## src/rtl/core/gnso_pkg.sv

```systemverilog
// ----------------------------------------------------------------------------
// gnso_pkg
// Shared types, register codes and helpers for the gather slice offset block.
// ----------------------------------------------------------------------------
package gnso_pkg;

    localparam int FIELD_DIMS         = 4;
    localparam int DEF_MAX_INDEX_DIMS = 4;
    localparam int DATA_W             = 32;
    localparam int DIM_W              = 16;
    localparam int DIMS_W             = 3;
    localparam int ADDR_W             = 5;
    localparam int REG_IDX_W          = 3;

    localparam logic [REG_IDX_W-1:0] REG_INDEX_DIMS       = 3'd0;
    localparam logic [REG_IDX_W-1:0] REG_DIM_LEN_0        = 3'd1;
    localparam logic [REG_IDX_W-1:0] REG_DIM_LEN_1        = 3'd2;
    localparam logic [REG_IDX_W-1:0] REG_DIM_LEN_2        = 3'd3;
    localparam logic [REG_IDX_W-1:0] REG_DIM_LEN_3        = 3'd4;
    localparam logic [REG_IDX_W-1:0] REG_SLICE_ELEMS      = 3'd5;
    localparam logic [REG_IDX_W-1:0] REG_SLICES_PER_BATCH = 3'd6;
    localparam logic [REG_IDX_W-1:0] REG_BATCH_STRIDE     = 3'd7;

    typedef struct packed {
        logic [DIMS_W-1:0]                  index_dims;
        logic [FIELD_DIMS-1:0][DIM_W-1:0]   dim_len;
        logic [DATA_W-1:0]                  slice_elems;
        logic [DATA_W-1:0]                  slices_per_batch;
        logic [DATA_W-1:0]                  batch_stride;
    } cfg_t;

    // tuple length clamped to 1..limit
    function automatic logic [DIMS_W-1:0] active_dims(
        input logic [DIMS_W-1:0] req,
        input logic [DIMS_W-1:0] limit
    );
        logic [DIMS_W-1:0] n;
        n = req;
        if (req == '0)
            n = DIMS_W'(1);
        else if (req > limit)
            n = limit;
        return n;
    endfunction

endpackage

```

## src/rtl/core/gnso_lane.sv

```systemverilog
// ----------------------------------------------------------------------------
// gnso_lane
// One coordinate lane: wraps a negative coordinate by the dimension length
// and multiplies by the stride, low 32 bits registered.
// ----------------------------------------------------------------------------
module gnso_lane
    import gnso_pkg::*;
(
    input  logic                      clk,
    input  logic                      en,
    input  logic signed [DATA_W-1:0]  coord,
    input  logic [DIM_W-1:0]          dim_len,
    input  logic [DATA_W-1:0]         stride,
    output logic [DATA_W-1:0]         prod
);

    logic [DATA_W-1:0]    wrapped;
    logic [DATA_W-1:0]    full;
    logic [DATA_W-1:0]    prod_reg;

    assign wrapped = coord[DATA_W-1] ? ($unsigned(coord) + DATA_W'(dim_len))
                                     : $unsigned(coord);
    // only the low word of the product is kept
    assign full    = wrapped * stride;

    always_ff @(posedge clk)
    begin
        if (en)
            prod_reg <= full;
    end

    assign prod = prod_reg;

endmodule

```

## config.mk

```make
export PLATFORM = sky130hd
export DESIGN_NAME = gnso_lane
export DESIGN_NICKNAME = d
export VERILOG_FILES = /design/src/rtl/core/gnso_pkg.sv /design/src/rtl/core/gnso_lane.sv
export SDC_FILE = /design/constraint.sdc
export NUM_CORES = 1
export LEC_CHECK = 0
export ABC_AREA = 0
export BUFFER_PORTS_ARGS = -buffer_cell sky130_fd_sc_hd__buf_2
export CORE_ASPECT_RATIO = 2
export CORE_MARGIN = 1
export CORE_UTILIZATION = 40
export CTS_CLUSTER_DIAMETER = 100
export DETAILED_ROUTE_END_ITERATION = 10
export HOLD_SLACK_MARGIN = 0.05
export PLACE_DENSITY = 0.64
export SLEW_MARGIN = 20
export SYNTH_ARGS = -nofsm -noshare
export SYNTH_HDL_FRONTEND = slang
export SYNTH_SLANG_ARGS = --single-unit
```

## constraint.sdc

```tcl
create_clock -name clk -period 16.7 [get_ports clk]
set_clock_uncertainty 0.1 [all_clocks]
set_input_delay 3.34 -clock clk [delete_from_list [all_inputs] [get_ports clk]]
set_output_delay 3.34 -clock clk [all_outputs]
set_load 0.02 [all_outputs]
```

Yosys cells after proc, flatten, opt, wreduce, memory -nomap -nowiden
Cells that the tools add are included.
{ "word_totals": {"elab_cells": 4, "input_bits": 82, "register_bits": 32} }
{ "classes": {"n_addsub": 1, "n_mux": 1, "mul": 1} }
{ "ops": {"columns": ["op", "n"], "rows": [
  ["32-bit by 16-bit adder with 32-bit output", 1],
  ["32-bit by 32-bit multiplier with 32-bit output", 1],
  ["32-bit two-way mux", 1]
]} }

Logic depth before layout (Yosys ltp)
{ "depth": {"ltp_word": 3, "depth_mapped": 37, "depth_no_buf": 36} }

Worst setup path after synthesis
OpenSTA, ideal clock, no wires.
{ "synth_timing": {"path_kind": "input to register", "from": "input port coord[0]", "to": "register prod_reg[31] (netlist: prod[31]) (data pin)", "setup_ns": 0.260, "setup_slack_ns": 4.400, "path_buffers": 1, "stages": 34, "arrival_time_ns": 11.940, "cell_sequence": "ha_1 > inv_1 > fa_1 > nor2b_1 > o31ai_2 > a21o_1 > a31oi_1 > o2111ai_2 > a21oi_1 > xor2_1 > clkbuf_1 > nand2_1 > fa_1 > inv_1 > fa_1 > fa_1 > inv_1 > fa_1 > fa_1 > inv_1 > fa_1 > fa_1 > fa_1 > xor2_1 > xnor2_1 > xnor2_1 > xnor3_1 > xnor2_1 > xnor3_1 > xnor2_1 > xnor2_1 > xnor2_1 > xnor3_1 > xnor2_1"} }
{ "synth_between": {"elab_chain_cells": 3} }
{ "synth_rtl": {"columns": ["element", "line", "text"], "rows": [
  ["from (decl)", "gnso_lane.sv:11", "input logic signed [DATA_W-1:0] coord,"],
  ["32-bit by 16-bit adder with 32-bit output", "gnso_lane.sv:21", "assign wrapped = coord[DATA_W-1] ? ($unsigned(coord) + DATA_W'(dim_len))"],
  ["32-bit two-way mux *", "gnso_lane.sv:21", null],
  ["32-bit by 32-bit multiplier with 32-bit output *", "gnso_lane.sv:24", "assign full = wrapped * stride;"],
  ["net full[31]", "gnso_lane.sv:18", "logic [DATA_W-1:0] full;"],
  ["to (signal assigned)", "gnso_lane.sv:29", "prod_reg <= full;"],
  ["to (decl)", "gnso_lane.sv:19", "logic [DATA_W-1:0] prod_reg;"]
]} }
The timed path passes the listed nets; every way through them passes the cells marked *.
A chain may end at the register's enable or synchronous reset.

Worst setup path in the final report
Ends and elaborated chain as after synthesis.

==> metrics <==
status finished with violations; failing checks DRC; Vias/cell 5.27; Slew HR 37.8%; total core area 44300 µm²; DRC 10; Ports 114; initial antenna violation count 0; layout cells sized above 1 8.10%; Slowest Stage Delay on Critical Path 560 ps; cell taking the most area after synthesis fa_1; post-synthesis register bit count 32; Final Max Slew Viols 0; largest net degree at the start of global routing 33; Die Y 302 µm; Final setup viols 0; first drt pass iteration count 9; Synth Warn # 0; Worst Setup SP coord[0]; max FFs per register 32; Hold Path Origin en; post-synth top area share 45.5%; Max H-tree Level 2; Tmin final 13000 ps; Via Count 13600; number of flops mapped to enable cells by yosys 32; gpl congestion 0.931; Final #Nets 2654; Final WS setup 3700 ps; CP Data Required Time 16660 ps; CP max stage cell fa_1; Mapped Cells 1972; initial DRC count 431; Syn Area/Cell 9.13 µm²; Fin. Hold Viols 0; grt ovf 0; Clock Path Buffers 2; max_cap viols 0; Max Freq 76.9 MHz; Post-Place Cells 2572; number of global-route vias before repair 15600; pre-CTS WS 3400 ps; Worst-Margin Slew 933 ps; CP Data Arrival Time 12970 ps; Net Count, Synth 2602; RSZ-0062 raised after global routing false; Setup TNS Final 0 ps; post-DP HPWL 42.0 mm; root buffer cell clkbuf_16; number of diodes 0; num rows 109; wire length of the first global-routing pass 80.6 mm; post-CTS setup repair buffer count 0; CP Capture Point prod[31]$_DFFE_PP_; Starting Density 40.6%; die width 152 µm; CP endpoint kind flop; critical path startpoint category primary input; final period utilization 77.9%; drt total wl 51.1 mm; Resized cells post-CTS 0; critical path's most frequent cell fa_1; post-synth cell types 66; Hold WC Path Type primary input to flop; Layout area overhead 6.98%; clock slew at reported path FFs 70 ps; hold_ws 3610 ps; asr flop ratio synth 0%; clk sinks 32; post-synthesis sequential area ratio 5.34%; port bufs 113; Mapped Area 18000 µm²; Primary FF master, synth edfxtp_1; Hold Buf Count CTS 0; ranking of synthesized cells by area fa_1 (45%), ha_1 (9.7%), inv_1 (8.9%); most frequent cells in the layout inv_1 (425), fa_1 (409), nand2_1 (271), and2_1 (233), ha_1 (139); ANT nets after route 0; TritonCTS clock tree built; most common cell after layout, fill and taps aside inv_1; Total GRT Usage 23.4%; WL per Instance 19.8 µm; worst-path fanout max 10; Worst Setup Path Type primary input to flop; Die Area 45900 µm²; TritonCTS Buffers 5; fin cells 2579
worst min-delay path by stage:
stage,end,depth (start not counted)
after global placement,prod[26],1
final,prod[30]$_DFFE_PP_,1
after detailed placement,prod[7],1
after global routing,prod[29]$_DFFE_PP_,1
after floorplan,prod[0]$_DFFE_PP_,0
after CTS,prod[30]$_DFFE_PP_,1
final cells by class:
class / instances / area, µm²
multi-input cells: 1426 / 15200
well taps: 555 / 694
clock buffers: 5 / 125
repair buffers: 132 / 708
flip-flops and latches: 32 / 961
fillers: 4271 / 25100
inverters: 427 / 1600
clock inverters: 2 / 12.5
through the flow:
stage               cell area [µm²]  utilization (%)
global placement              19100             43.2
global route                  19300             43.5
floorplan                     18000                -
CTS                           19300             43.5
detailed placement            19100             43.2
finish                        19300             43.5
cell families (layout without fill, tap and decap cells):
kind of cell / Yosys count / after routing / share of synthesized area, %
fa+ha+maj: 548 / 548 / 55.1
simple gates: 631 / 631 / 17.8
buf+inv: 514 / 566 / 10.7
compound gates: 142 / 142 / 5.31
xor+xnor: 98 / 98 / 5.27
mux: 7 / 7 / 0.459
flops: 32 / 32 / 5.34
critical path, delay by kind of cell:
| family | cells | cell delay, ps |
|---|---|---|
| buffers and inverters | 4 | 270 |
| AND/OR/NAND/NOR | 2 | 440 |
| AO/OA/AOI/OAI | 5 | 1370 |
| XOR/XNOR | 12 | 2950 |
| adder cells (fa/ha/maj) | 10 | 4570 |
metal layers:
layer	vias up	part of all wire (%)	GRT usage, %
met5	-	0	0
met4	0	11	23.1
met3	191	3.1	1.92
met2	448	56	46.9
met1	7002	30	19.8
li1	5951	-	-
cells in the mapped netlist, types with 2 or more instances:
cell       instances
inv_1            425
fa_1             409
nand2_1          271
and2_1           233
ha_1             139
clkbuf_1          81
xnor2_1           71
a21oi_1           41
edfxtp_1          32
nor2b_1           32
nor2_1            29
nand2b_1          24
o21ai_0           23
xor2_1            20
a211oi_1          14
a21o_1            13
nand3_1           10
nor3_1             8
o21bai_1           8
o21a_1             7
xnor3_1            6
buf_1              5
a31oi_1            4
and2b_1            4
nand4_1            4
o21ai_1            4
or3_1              4
a21boi_0           3
mux2_2             3
nor3b_1            3
a2111o_1           2
a211oi_2           2
and3_1             2
inv_2              2
mux2i_1            2
o2bb2ai_1          2
Power is not shown: default switching activity piles up to over one toggle a cycle in this logic, so the estimate is an artifact.
