`src/rtl/core/gnso_pkg.sv`:
```
// ----------------------------------------------------------------------------
// gnso_pkg
// Shared types, register codes and helpers for the gather slice offset block.
// ----------------------------------------------------------------------------
package gnso_pkg;

    localparam int FIELD_DIMS         = 4;
    localparam int DEF_MAX_INDEX_DIMS = 4;
    localparam int DATA_W             = 32;
    localparam int DIM_W              = 16;
    localparam int DIMS_W             = 3;
    localparam int ADDR_W             = 5;
    localparam int REG_IDX_W          = 3;

    localparam logic [REG_IDX_W-1:0] REG_INDEX_DIMS       = 3'd0;
    localparam logic [REG_IDX_W-1:0] REG_DIM_LEN_0        = 3'd1;
    localparam logic [REG_IDX_W-1:0] REG_DIM_LEN_1        = 3'd2;
    localparam logic [REG_IDX_W-1:0] REG_DIM_LEN_2        = 3'd3;
    localparam logic [REG_IDX_W-1:0] REG_DIM_LEN_3        = 3'd4;
    localparam logic [REG_IDX_W-1:0] REG_SLICE_ELEMS      = 3'd5;
    localparam logic [REG_IDX_W-1:0] REG_SLICES_PER_BATCH = 3'd6;
    localparam logic [REG_IDX_W-1:0] REG_BATCH_STRIDE     = 3'd7;

    typedef struct packed {
        logic [DIMS_W-1:0]                  index_dims;
        logic [FIELD_DIMS-1:0][DIM_W-1:0]   dim_len;
        logic [DATA_W-1:0]                  slice_elems;
        logic [DATA_W-1:0]                  slices_per_batch;
        logic [DATA_W-1:0]                  batch_stride;
    } cfg_t;

    // tuple length clamped to 1..limit
    function automatic logic [DIMS_W-1:0] active_dims(
        input logic [DIMS_W-1:0] req,
        input logic [DIMS_W-1:0] limit
    );
        logic [DIMS_W-1:0] n;
        n = req;
        if (req == '0)
            n = DIMS_W'(1);
        else if (req > limit)
            n = limit;
        return n;
    endfunction

endpackage

```
`src/rtl/core/gnso_stride.sv`:
```
// ----------------------------------------------------------------------------
// gnso_stride
// Stride sequencer: after any register write, walks the active
// dimensions from last to first, one 32x16 multiply per cycle.
// ----------------------------------------------------------------------------
module gnso_stride
    import gnso_pkg::*;
#(
    parameter int NUM_LANES = DEF_MAX_INDEX_DIMS
)
(
    input  logic                              clk,
    input  logic                              rst_n,
    input  cfg_t                              cfg,
    input  logic                              cfg_wr,
    output logic                              ready,
    output logic [NUM_LANES-1:0][DATA_W-1:0]  strides
);

    localparam int KW = (NUM_LANES > 1) ? $clog2(NUM_LANES) : 1;

    localparam logic [1:0] ST_IDLE = 2'd0;
    localparam logic [1:0] ST_INIT = 2'd1;
    localparam logic [1:0] ST_RUN  = 2'd2;

    logic [1:0]                        state_reg, state_next;
    logic [NUM_LANES-1:0][DATA_W-1:0]  strides_reg, strides_next;
    logic [DATA_W-1:0]                 running_reg, running_next;
    logic [KW-1:0]                     k_reg, k_next;
    logic [DIMS_W-1:0]                 n;
    logic [DATA_W+DIM_W-1:0]           prod;

    assign n    = active_dims(cfg.index_dims, DIMS_W'(NUM_LANES));
    assign prod = running_reg * cfg.dim_len[k_reg];

    always_comb
    begin
        state_next   = state_reg;
        strides_next = strides_reg;
        running_next = running_reg;
        k_next       = k_reg;
        unique case (state_reg)
            ST_IDLE:
            begin
            end
            ST_INIT:
            begin
                running_next = cfg.slice_elems;
                k_next       = KW'(n - DIMS_W'(1));
                strides_next = '0;
                state_next   = ST_RUN;
            end
            ST_RUN:
            begin
                strides_next[k_reg] = running_reg;
                running_next        = prod[DATA_W-1:0];
                if (k_reg == '0)
                    state_next = ST_IDLE;
                else
                    k_next = k_reg - KW'(1);
            end
            default:
            begin
                state_next = ST_IDLE;
            end
        endcase
        if (cfg_wr)
            state_next = ST_INIT;
    end

    always_ff @(posedge clk or negedge rst_n)
    begin
        if (!rst_n)
        begin
            state_reg <= ST_IDLE;
            // reset config: one dim, one element per slice
            for (int i = 0; i < NUM_LANES; i++)
                strides_reg[i] <= (i == 0) ? DATA_W'(1) : '0;
        end
        else
        begin
            state_reg   <= state_next;
            strides_reg <= strides_next;
        end
    end

    always_ff @(posedge clk)
    begin
        running_reg <= running_next;
        k_reg       <= k_next;
    end

    assign ready   = (state_reg == ST_IDLE);
    assign strides = strides_reg;

    a_wr_drops_ready: assert property (@(posedge clk) disable iff (!rst_n)
        cfg_wr |=> !ready)
        else $error("stride table not marked busy after register write");

    a_run_ends: assert property (@(posedge clk) disable iff (!rst_n)
        (state_reg == ST_RUN && k_reg == '0 && !cfg_wr) |=> ready)
        else $error("stride walk did not finish at first dimension");

    a_init_start: assert property (@(posedge clk) disable iff (!rst_n)
        (state_reg == ST_INIT && !cfg_wr) |=> (k_reg == KW'(n - DIMS_W'(1))))
        else $error("stride walk started at wrong dimension");

endmodule

```
`config.mk`:
```
export PLATFORM = sky130hd
export DESIGN_NAME = gnso_stride
export DESIGN_NICKNAME = d
export VERILOG_FILES = /design/src/rtl/core/gnso_pkg.sv /design/src/rtl/core/gnso_stride.sv
export SDC_FILE = /design/constraint.sdc
export NUM_CORES = 1
export LEC_CHECK = 0
export ABC_AREA = 1
export ABC_CLOCK_PERIOD_IN_PS = 8000
export BUFFER_PORTS_ARGS = -buffer_cell sky130_fd_sc_hd__buf_2
export CAP_MARGIN = 10
export CORE_MARGIN = 4
export CORE_UTILIZATION = 30
export DETAILED_ROUTE_END_ITERATION = 7
export MAX_ROUTING_LAYER = met4
export PLACE_DENSITY = 0.46
export SLEW_MARGIN = 10
export SYNTH_ARGS = -nofsm -noshare
export SYNTH_HDL_FRONTEND = slang
export SYNTH_SLANG_ARGS = --single-unit
```
`constraint.sdc`:
```
create_clock -name clk -period 8 [get_ports clk]
set_input_delay 1.6 -clock clk [delete_from_list [all_inputs] [get_ports clk]]
set_output_delay 1.6 -clock clk [all_outputs]
set_load 0.1 [all_outputs]
```
# Word-level counts from Yosys, hierarchy flattened

Cells that the tools add are included.

Word-level logic and storage cells: 39
Output and inout bits: 129
Input port bits: 166
Register bits: 164

Magnitude comparators: 3
Eq/ne operators: 5
Muxes and demuxes: 14
$add $sub $neg: 2
Multipliers: 1
Reduce and logical (&&, ||, !) cells: 7

Operators by type and width:

| operator            | number |
|---|---|
| $pmux 128 s2        | 1 |
| $bwmux 128          | 1 |
| $demux 32 s2        | 1 |
| $pmux 32 s2         | 1 |
| $bmux 16 s2         | 1 |
| $mul 32x16->32      | 1 |
| $mux 32             | 1 |
| $mux 16             | 1 |
| $mux 2              | 5 |
| $pmux 2 s3          | 1 |
| $logic_not 2->1     | 2 |
| $ne 2x2->1 const B  | 2 |
| $pmux 2 s2          | 1 |
| $reduce_and 2->1    | 2 |
| $sub 2x1->2 const B | 2 |
| $gt 3x3->1 const B  | 1 |
| $logic_not 3->1     | 1 |
| $lt 2x3->1 const B  | 1 |
| $ne 3x3->1 const B  | 1 |
| $eq 2x1->1 const B  | 1 |
| $eq 2x2->1 const B  | 1 |
| $ge 2x1->1 const B  | 1 |
| $reduce_bool 2->1   | 1 |
| $logic_and 1x1->1   | 1 |

# Logic depth before layout (Yosys ltp)

Gate-level depths: netlist of the first run.

Depth in word-level cells: 6
Gate-level depth with buffers: 34
Gate-level depth less buffers: 32

# Least setup slack after synthesis of the first run

Ideal clock, no wire load.

Path type: input -> register
Start: input cfg[148] (netlist name)
End: register running_reg[25] (data pin)
Setup slack: 367 ps
Setup time: 254 ps
Data required time: 7746 ps
Path buffers: 2
Arrival: 7380 ps
Cell stages on the path: 32
Path through: inv_1 > nor2_1 > a21oi_1 > nand2_1 > buf_2 > clkinv_1 > clkbuf_1 > nor2_1 > fa_1 > inv_1 > fa_1 > fa_1 > inv_1 > fa_1 > fa_1 > inv_1 > fa_1 > inv_1 > ha_1 > a21oi_1 > inv_1 > o21ai_0 > o211ai_1 > a21oi_1 > inv_1 > a21oi_1 > inv_1 > nand2_1 > o211ai_1 > or2_2 > nand3_1 > nand2_1

Longest elaborated chain between the ends: 4

Ends and longest elaborated chain:

| item                          | line              | source |
|---|---|---|
| start, declared               | gnso_stride.sv:14 | `input cfg_t cfg,` |
| $bmux 16 s2                   | gnso_stride.sv:34 | `assign prod = running_reg * cfg.dim_len[k_reg];` |
| $mux 16 (implied by the code) | gnso_stride.sv:34 |  |
| $mul 32x16->32                | gnso_stride.sv:34 |  |
| $pmux 32 s2                   | gnso_stride.sv:42 | `unique case (state_reg)` |
| via running_next[25]          | gnso_stride.sv:28 | `logic [DATA_W-1:0] running_reg, running_next;` |
| end signal, assigned          | gnso_stride.sv:89 | `running_reg <= running_next;` |
| end, declared                 | gnso_stride.sv:28 |  |

The timed path passes the listed nets, and every way through them passes these cells. The select of a mux whose other input is x is not followed.
A chain may end at the register's enable or synchronous reset.

# Final worst setup path of the first run

Start: input cfg[102] (netlist name)
End: register running_reg[31] (data pin)

Same word-level chain as after synthesis.

==> results of run 1 <==
[synthesized netlist by cell type, types with 4 or more instances]
| library cell | instances |
|---|---|
| a31oi_1 | 8 |
| fa_1 | 304 |
| nor3_1 | 4 |
| xnor2_1 | 9 |
| nand2_2 | 12 |
| xor2_1 | 10 |
| nand2_1 | 452 |
| nor2_1 | 182 |
| inv_2 | 8 |
| nor2_2 | 5 |
| a21oi_1 | 40 |
| nand3b_1 | 7 |
| ha_1 | 68 |
| buf_6 | 5 |
| clkbuf_1 | 88 |
| nor2_4 | 4 |
| o21a_1 | 6 |
| nand3_2 | 7 |
| edfxtp_1 | 34 |
| dfrtp_1 | 129 |
| or2_2 | 10 |
| clkinv_1 | 8 |
| o21ai_0 | 165 |
| a22oi_1 | 6 |
| inv_1 | 430 |
| buf_1 | 8 |
| nand3_1 | 166 |
[placed cells by master, fill, tap and decap left out, types with 9 or more instances in the layout]
cell type    n
a21oi_1     39
buf_12      10
buf_2      229
buf_4      131
clkbuf_16   17
clkinv_1     9
dfrtp_1    129
edfxtp_1    34
fa_1       304
ha_1        67
inv_1      429
nand2_1    447
nand2_2     16
nand3_1    166
nor2_1     182
o21ai_0    165
or2_2       10
xnor2_1      9
xor2_1      10
[cells by family (layout without fill, tap and decap cells)]
group	Yosys count	after routing	synth area share
and+or+nand+nor	856	856	0.198
buffers and inverters	553	848	0.116
adders and majority gates	372	372	0.377
AOI/OAI and AO/OA	238	238	0.0687
DFF	164	164	0.232
xor gates and xnor gates	19	19	0.00904
[worst paths after layout]
kind                       cells past startpoint         from               to
setup / recovery                              27     cfg[102]  running_reg[31]
hold / removal                                 2  strides[62]      strides[62]
setup reg to reg                              26     k_reg[0]  running_reg[31]
hold reg to reg                                2  strides[62]      strides[62]
max in group asynchronous                      2        rst_n      strides[18]
min in group asynchronous                      1        rst_n      strides[25]
[layer usage]
layer | GRT usage | wire, um | vias up
li1 | - | - | 7214
met1 | 0.286 | 30200 | 7792
met2 | 0.320 | 29500 | 499
met3 | 0.0393 | 3890 | 67
met4 | 0.0581 | 1590 | 0
met5 | - | 0 | -
[through the flow]
step                 util  hold slack (ns)  std cells  instance area [sq um]
detailed placement  0.351            0.494       3247                  21300
finish              0.361            0.502       3279                  21900
global placement    0.351            0.488       3247                  21300
global route        0.361            0.530       3279                  21900
CTS                 0.361            0.509       3279                  21900
floorplan               -            0.555       2202                  18400
[what timing repair did]
action / 4_1_cts / 5_1_grt
endpoints found under the setup margin: 0 / 1
gates resized for setup: 0 / 1
hold buffers: 0 / 0
[worst min-delay path, stage by stage (launching register included)]
cell and delay (ns):
dfrtp_1 0.34, nand3_1 0.07, o21ai_0 0.06
[cell type report]
class                      count  area (sq um)  share of cell area
clock buffer                  19           453              0.0207
clock inverter                13           135             0.00618
inverter                     446          1670              0.0765
multi-input combinational   1485         12000               0.550
sequential                   164          4280               0.195
tap                          782           978              0.0447
timing repair buffer         370          2330               0.106
==> results.md, run 1 <==
* Reg2reg setup slack at 0.56 ns
* CP max-delay cell: a21oi_1
* DR pass1 iterations at 5
* Total Die Area at 0.0654 sq mm
* Final slew viol count at 0
* Crit path launch type: primary input
* Pin count of the biggest net entering global routing at 90
* Wire per inst at 19.9 um
* Final Net Count at 3022
* Synth Net Count at 2740
* Worst Hold Class: flip-flop to flip-flop
* Die width at 256 um
* Clk_skew at 0.0192 ns
* CTS Buf Count at 17
* Mean Syn Cell Area at 8.36 sq um
* Maximum fanout along the worst path at 11
* Status: completed
* Die Y at 256 um
* Critical Path AT at 7.79 ns
* Final period utilization at 0.943
* First-pass GRT wire length at 102000 um
* Overall routed net length at 65100 um
* Dpl hpwl at 52400 um
* Mapped Cells at 2202
* Synth top area share at 0.331
* GRT Total Usage at 0.209
* Post-synth EDFFs at 34
* Largest cells by area after synthesis: fa_1 (33%), dfrtp_1 (18%), nand2_1 (9.2%)
* Setup CP Type: primary input to flip-flop
* Syn. warnings at 0
* Post-Synthesis Cell Area at 0.0184 sq mm
* Post-synthesis cell type count at 42
* I/O pin count at 295
* Area grow syn2layout at 18.8%
* RePlAce Congestion at 0.891
* Ratio of cells with drive above 1 in the final layout at 0.185
* RSZ-0062 raised after global routing: false
* Setup_tns at 0 ns
* Post-synthesis sequential area ratio at 0.232
* Post-synth ARST share at 0.793
* Initial antenna violation count at 1
* Reg clk slew, reported paths at 0.07 ns
* Vias at 15600
* Max incr delay on CP at 0.55 ns
* Port Buf Inserts at 230
* Initial core utilization at 0.304
* Core Region at 0.0606 sq mm
* Grt total ovfl at 0
* Via-to-Cell Ratio at 4.75
* Worst-Margin Slew at 1.14 ns
* CP delay by family, top: adder cells
* Latest clock arrival within the worst-skew pair at 0.50 ns
* Number of core rows at 90
* Fill cells at 6400
* Htree depth at 4
* Final setup fails at 0
* Setup WS pre-CTS at -0.0531 ns
* Fin worst setup slack at 0.458 ns
* Final period demand of the worst path at 7.54 ns
* Synth Register Bits at 164
* Max FFs per register at 128
* Postcts setup bufs at 0
* Crit-path most repeated cell: fa_1
* CTS Buffer Depth at 2
* Largest area contributor in the netlist: fa_1
* Detail Route Antenna Nets at 0
* Max-Cap Viols at 0
* Fin. Hold Viols at 0
* Worst path required time at 8.24 ns
* Worst path buffer plus inverter count at 7
* Drt drc at 0
* Number of global-route vias before repair at 16500
* Root Buffer: clkbuf_16
* Clock sink count at 164
* Primary FF master, synth: dfrtp_1
* Fmax at 133 MHz
* Number of diodes at 0
* Slew headroom at 0.234
* CP endpoint kind: flip-flop
* DRT iter0 DRCs at 1052
* CTS tree: built
Power of run 1 is left out: the tool's default activity adds up to more than one toggle a clock period on the data nets, which glitch-free logic cannot reach.
==> run 2, diff against run 1 <==
--- a/config.mk
+++ b/config.mk
@@ -14,6 +14,7 @@
 export DETAILED_ROUTE_END_ITERATION = 7
 export MAX_ROUTING_LAYER = met4
 export PLACE_DENSITY = 0.46
+export RECOVER_POWER = 50
 export SLEW_MARGIN = 10
 export SYNTH_ARGS = -nofsm -noshare
 export SYNTH_HDL_FRONTEND = slang
==> results.md, run 2 (synthesis gave the netlist of run 1 again) <==
* Core Region at 0.0606 sq mm
* Dpl hpwl at 52400 um
* GRT Total Usage at 0.209
* Final period utilization at 0.943
* Maximum fanout along the worst path at 11
* Detail Route Antenna Nets at 0
* Failing checks: capacitance limit, slew limit
* I/O pin count at 295
* Min Hold Slack at 0.507 ns
* Slew headroom at -1.21
* Crit-path most repeated cell: fa_1
* Fin worst setup slack at 0.459 ns
* Max incr delay on CP at 0.54 ns
* Worst path required time at 8.24 ns
* Overall routed net length at 65300 um
* Status: finished with violations
* Number of diodes at 0
* Setup WS pre-CTS at -0.0531 ns
* Reg clk slew, reported paths at 0.07 ns
* Fin. Hold Viols at 0
* Most frequent cells in the layout: nand2_1 (447), inv_1 (429), fa_1 (304)
* Hold Path Stages at 2
* Wire per inst at 19.9 um
* Initial core utilization at 0.304
* Max FFs per register at 128
* Vias at 15600
* Critical Path AT at 7.78 ns
* Final period demand of the worst path at 7.54 ns
* Latest clock arrival within the worst-skew pair at 0.50 ns
* Final Net Count at 3022
* Drt drc at 0
* Crit path launch type: primary input
* Initial antenna violation count at 1
* First-pass GRT wire length at 102000 um
* Die width at 256 um
* Clock sink count at 164
* DR pass1 iterations at 5
* Number of global-route vias before repair at 16500
* Number of core rows at 90
* Die Y at 256 um
* Pin count of the biggest net entering global routing at 90
* Final slew viol count at 242
* Worst-Margin Slew at 3.31 ns
* RSZ-0062 raised after global routing: false
* Final setup fails at 0
* Total Die Area at 0.0654 sq mm
* Setup CP Type: primary input to flip-flop
* CP endpoint kind: flip-flop
* Via-to-Cell Ratio at 4.74
* Postcts setup bufs at 0
* Root Buffer: clkbuf_16
* CTS Buffer Depth at 2
* DRT iter0 DRCs at 1066
* R2R depth at 26
* Area grow syn2layout at 18.3%
* Ratio of cells with drive above 1 in the final layout at 0.158
* Max-Cap Viols at 5
* CP max-delay cell: a21oi_1
* Port Buf Inserts at 230
* RePlAce Congestion at 0.891
* Fmax at 133 MHz
* Worst Hold Class: flip-flop to flip-flop
* Clk_skew at 0.0197 ns
* CTS tree: built
* Grt total ovfl at 0
* Htree depth at 4
* CTS Buf Count at 17
* Leading cell type in the layout, fill and taps excluded: nand2_1
run 2: cell types whose count changed in the layout (fill, tap and decap cells not counted), sizes merged:
| cell | previous run | this run |
|---|---|---|
| buf | 370 | 302 |
| clkbuf | 19 | 87 |
run 2: layer usage:
| layer | part of all wire | vias up | GRT usage |
|---|---|---|---|
| met5 | 0 | - | - |
| met2 | 0.45 | 464 | 0.320 |
| met4 | 0.026 | 0 | 0.0581 |
| li1 | - | 7213 | - |
| met3 | 0.053 | 73 | 0.0393 |
| met1 | 0.47 | 7801 | 0.286 |
run 2: area by class of cell:
cell class	count	area [sq um]
fill	6436	38800
multi-input combinational	1485	12000
sequential	164	4280
timing repair buffer	370	2240
inverter	446	1670
tap	782	978
clock buffer	19	453
clock inverter	13	135
run 2: metrics by stage:
stage	setup TNS (ns)	std cells	area, sq um	util
finish	0	3279	21800	0.360
global route	0	3279	21800	0.360
CTS	0	3279	21900	0.361
detailed placement	-0.0597	3247	21300	0.351
global placement	-0.0524	3247	21300	0.351
floorplan	0	2202	18400	-
run 2: what timing repair did:
item | in CTS | in global routing
endpoints found under the setup margin | 0 | 1
hold buffers | 0 | 0
gates resized for setup | 0 | 1
run 2: final timing paths:
path	start	to	slack, ns
worst min register to register	strides[62]	strides[62]	0.51
worst max register to register	k_reg[0]	running_reg[31]	0.54
worst max-delay path	cfg[102]	running_reg[31]	0.46
worst min-delay path	strides[62]	strides[62]	0.51
min in group asynchronous	rst_n	strides[25]	2.20
max in group asynchronous	rst_n	strides[112]	2.63
run 2: worst max-delay path: cells and delay by family:
family	cells	cell delay [ns]
fa+ha+maj	7	3.25
buf+inv	7	0.76
compound gates	5	1.21
simple gates	8	0.93
Power of run 2 is left out for the same reason.
==> run 3, diff against run 2 <==
--- a/config.mk
+++ b/config.mk
@@ -5,7 +5,7 @@
 export SDC_FILE = /design/constraint.sdc
 export NUM_CORES = 1
 export LEC_CHECK = 0
-export ABC_AREA = 1
+export ABC_AREA = 0
 export ABC_CLOCK_PERIOD_IN_PS = 8000
 export BUFFER_PORTS_ARGS = -buffer_cell sky130_fd_sc_hd__buf_2
 export CAP_MARGIN = 10
@@ -15,7 +15,6 @@
 export MAX_ROUTING_LAYER = met4
 export PLACE_DENSITY = 0.46
 export RECOVER_POWER = 50
-export SLEW_MARGIN = 10
 export SYNTH_ARGS = -nofsm -noshare
 export SYNTH_HDL_FRONTEND = slang
 export SYNTH_SLANG_ARGS = --single-unit
==> results.md, run 3 <==
* Max FFs per register at 128
* Post-Synthesis Cell Area at 0.0186 sq mm
* Via-to-Cell Ratio at 4.71
* Root Buffer: clkbuf_16
* Mean Syn Cell Area at 9.06 sq um
* CTS tree: built
* Critical Path AT at 7.88 ns
* Wire per inst at 19.6 um
* Min Hold Slack at 0.486 ns
* CTS Buf Count at 17
* Setup_tns at 0 ns
* Area of the multi-input gates at 0.0125 sq mm
* Synth top area share at 0.328
* Resize count post-CTS at 0
* Grt total ovfl at 0
* Area grow syn2layout at 16.2%
* Clk_skew at 0.0186 ns
* Primary FF master, synth: dfrtp_1
* Setup CP Type: primary input to flip-flop
* Worst Hold Class: flip-flop to flip-flop
* Syn. warnings at 0
* Leading cell type in the layout, fill and taps excluded: nand2_1
* RePlAce Congestion at 0.806
* Post-synth EDFFs at 34
* Dpl hpwl at 45500 um
* Initial antenna violation count at 3
* Fmax at 130 MHz
* Status: finished with violations
* CP endpoint kind: flip-flop
* Hold-fix buffers, CTS at 0
* RSZ-0062 raised after global routing: false
* Crit path launch type: primary input
* Latest clock arrival within the worst-skew pair at 0.47 ns
* Final core utilization at 0.355
* Number of global-route vias before repair at 15500
* CTS Buffer Depth at 2
* Post-synthesis sequential area ratio at 0.230
* Die Y at 257 um
* Post-synthesis cell type count at 60
* Synth Net Count at 2586
* GRT Total Usage at 0.191
* DRT iter0 DRCs at 679
* Final slew viol count at 308
* Failing checks: capacitance limit, slew limit
* Total Die Area at 0.0659 sq mm
* Mapped Cells at 2048
* Fill cells at 6300
* Top post-synthesis cells by count: nand2_1 (512), inv_1 (348), fa_1 (304)
* Ratio of cells with drive above 1 in the final layout at 0.176
* Worst path required time at 8.20 ns
* Pin count of the biggest net entering global routing at 72
* Postcts setup bufs at 0
* Final setup fails at 0
* Overall routed net length at 60100 um
* Number of core rows at 90
* Vias at 14400
* Final period demand of the worst path at 7.68 ns
* Post-synth ARST share at 0.793
* Clock sink count at 164
* Synth Register Bits at 164
* I/O pin count at 295
* DP Cell Count at 3025
* Largest area contributor in the netlist: fa_1
* Core Region at 0.0608 sq mm
* First-pass GRT wire length at 94400 um
* Largest cells by area after synthesis: fa_1 (33%), dfrtp_1 (17%), nand2_1 (10%)
* Port Buf Inserts at 230
* Reg clk slew, reported paths at 0.08 ns
* Initial core utilization at 0.305
* DR pass1 iterations at 4
* Worst-Margin Slew at 3.65 ns
* Final Net Count at 2800
* Slew headroom at -1.44
* Maximum fanout along the worst path at 6
* Fin cells at 3060
* Top-count cell post-synth: nand2_1
* Final period utilization at 0.960
* Htree depth at 4
* Drt drc at 0
* Fin. Hold Viols at 0
* Storage cell area at 0.00428 sq mm
* Detail Route Antenna Nets at 0
* Most frequent cells in the layout: nand2_1 (512), inv_1 (348), fa_1 (304)
* Die width at 257 um
* Max-Cap Viols at 6
==> run 3: cell types whose count changed in the layout (fill, tap and decap cells not counted), moves of 63 or more <==
cell,delta
nand2_1,+65
inv_1,-81
nor2_1,-164
nand3_1,-63
o21ai_0,-117
and2_1,+149
==> run 3: logic make-up (layout without fill, tap and decap cells) <==
group,Yosys count,in the layout,share of synthesized area
xor gates and xnor gates,48,48,0.0250
buffers and inverters,484,711,0.0997
other,0,3,0
and+or+nand+nor,812,812,0.195
adders and majority gates,372,372,0.374
muxes,36,36,0.0314
DFF,164,164,0.230
AOI/OAI and AO/OA,132,132,0.0448
==> run 3: cell type report <==
type / count / share of cell area
multi-input cells: 1400 / 0.577
flip-flops and latches: 164 / 0.198
repair buffers: 330 / 0.0914
inverters: 349 / 0.0607
well taps: 782 / 0.0453
clock buffers: 20 / 0.0217
clock inverters: 12 / 0.00504
diodes: 3 / 0.000348
==> run 3: critical path, stage by stage <==
cell      delay, ns
buf_2          0.10
mux4_2         0.61
and2_1         0.23
fa_1           0.53
inv_1          0.05
fa_1           0.45
fa_1           0.51
inv_1          0.06
fa_1           0.52
fa_1           0.51
inv_1          0.05
fa_1           0.48
inv_1          0.04
ha_1           0.34
nand4_1        0.12
a211o_1        0.24
a21oi_1        0.23
o21ai_1        0.15
a31o_2         0.26
a311oi_1       0.33
buf_4          0.19
a311o_1        0.17
o221ai_1       0.10
==> run 3: per-layer routing <==
metal	global-route usage	part of all wire	vias up
li1	-	-	6603
met1	0.242	0.43	7459
met2	0.323	0.51	293
met3	0.0268	0.037	66
met4	0.0535	0.023	0
met5	-	0	-
==> run 3: final timing paths <==
check                      startpoint         endpoint  slack [ns]  cells past startpoint
setup / recovery             cfg[148]  running_reg[30]        0.32                     23
hold / removal             strides[0]       strides[0]        0.49                      2
setup reg to reg             k_reg[0]  running_reg[31]        0.59                     22
hold reg to reg            strides[0]       strides[0]        0.49                      2
max in group asynchronous       rst_n      strides[88]        3.25                      2
min in group asynchronous       rst_n      strides[39]        2.38                      1
==> run 3: metrics by stage <==
stage,worst slack [ns],instance area [sq um]
floorplan,0.272,18600
global route,0.0128,21600
CTS,0.300,21600
global placement,-0.249,21000
finish,0.320,21600
detailed placement,-0.149,21000
Power of run 3 is left out for the same reason.
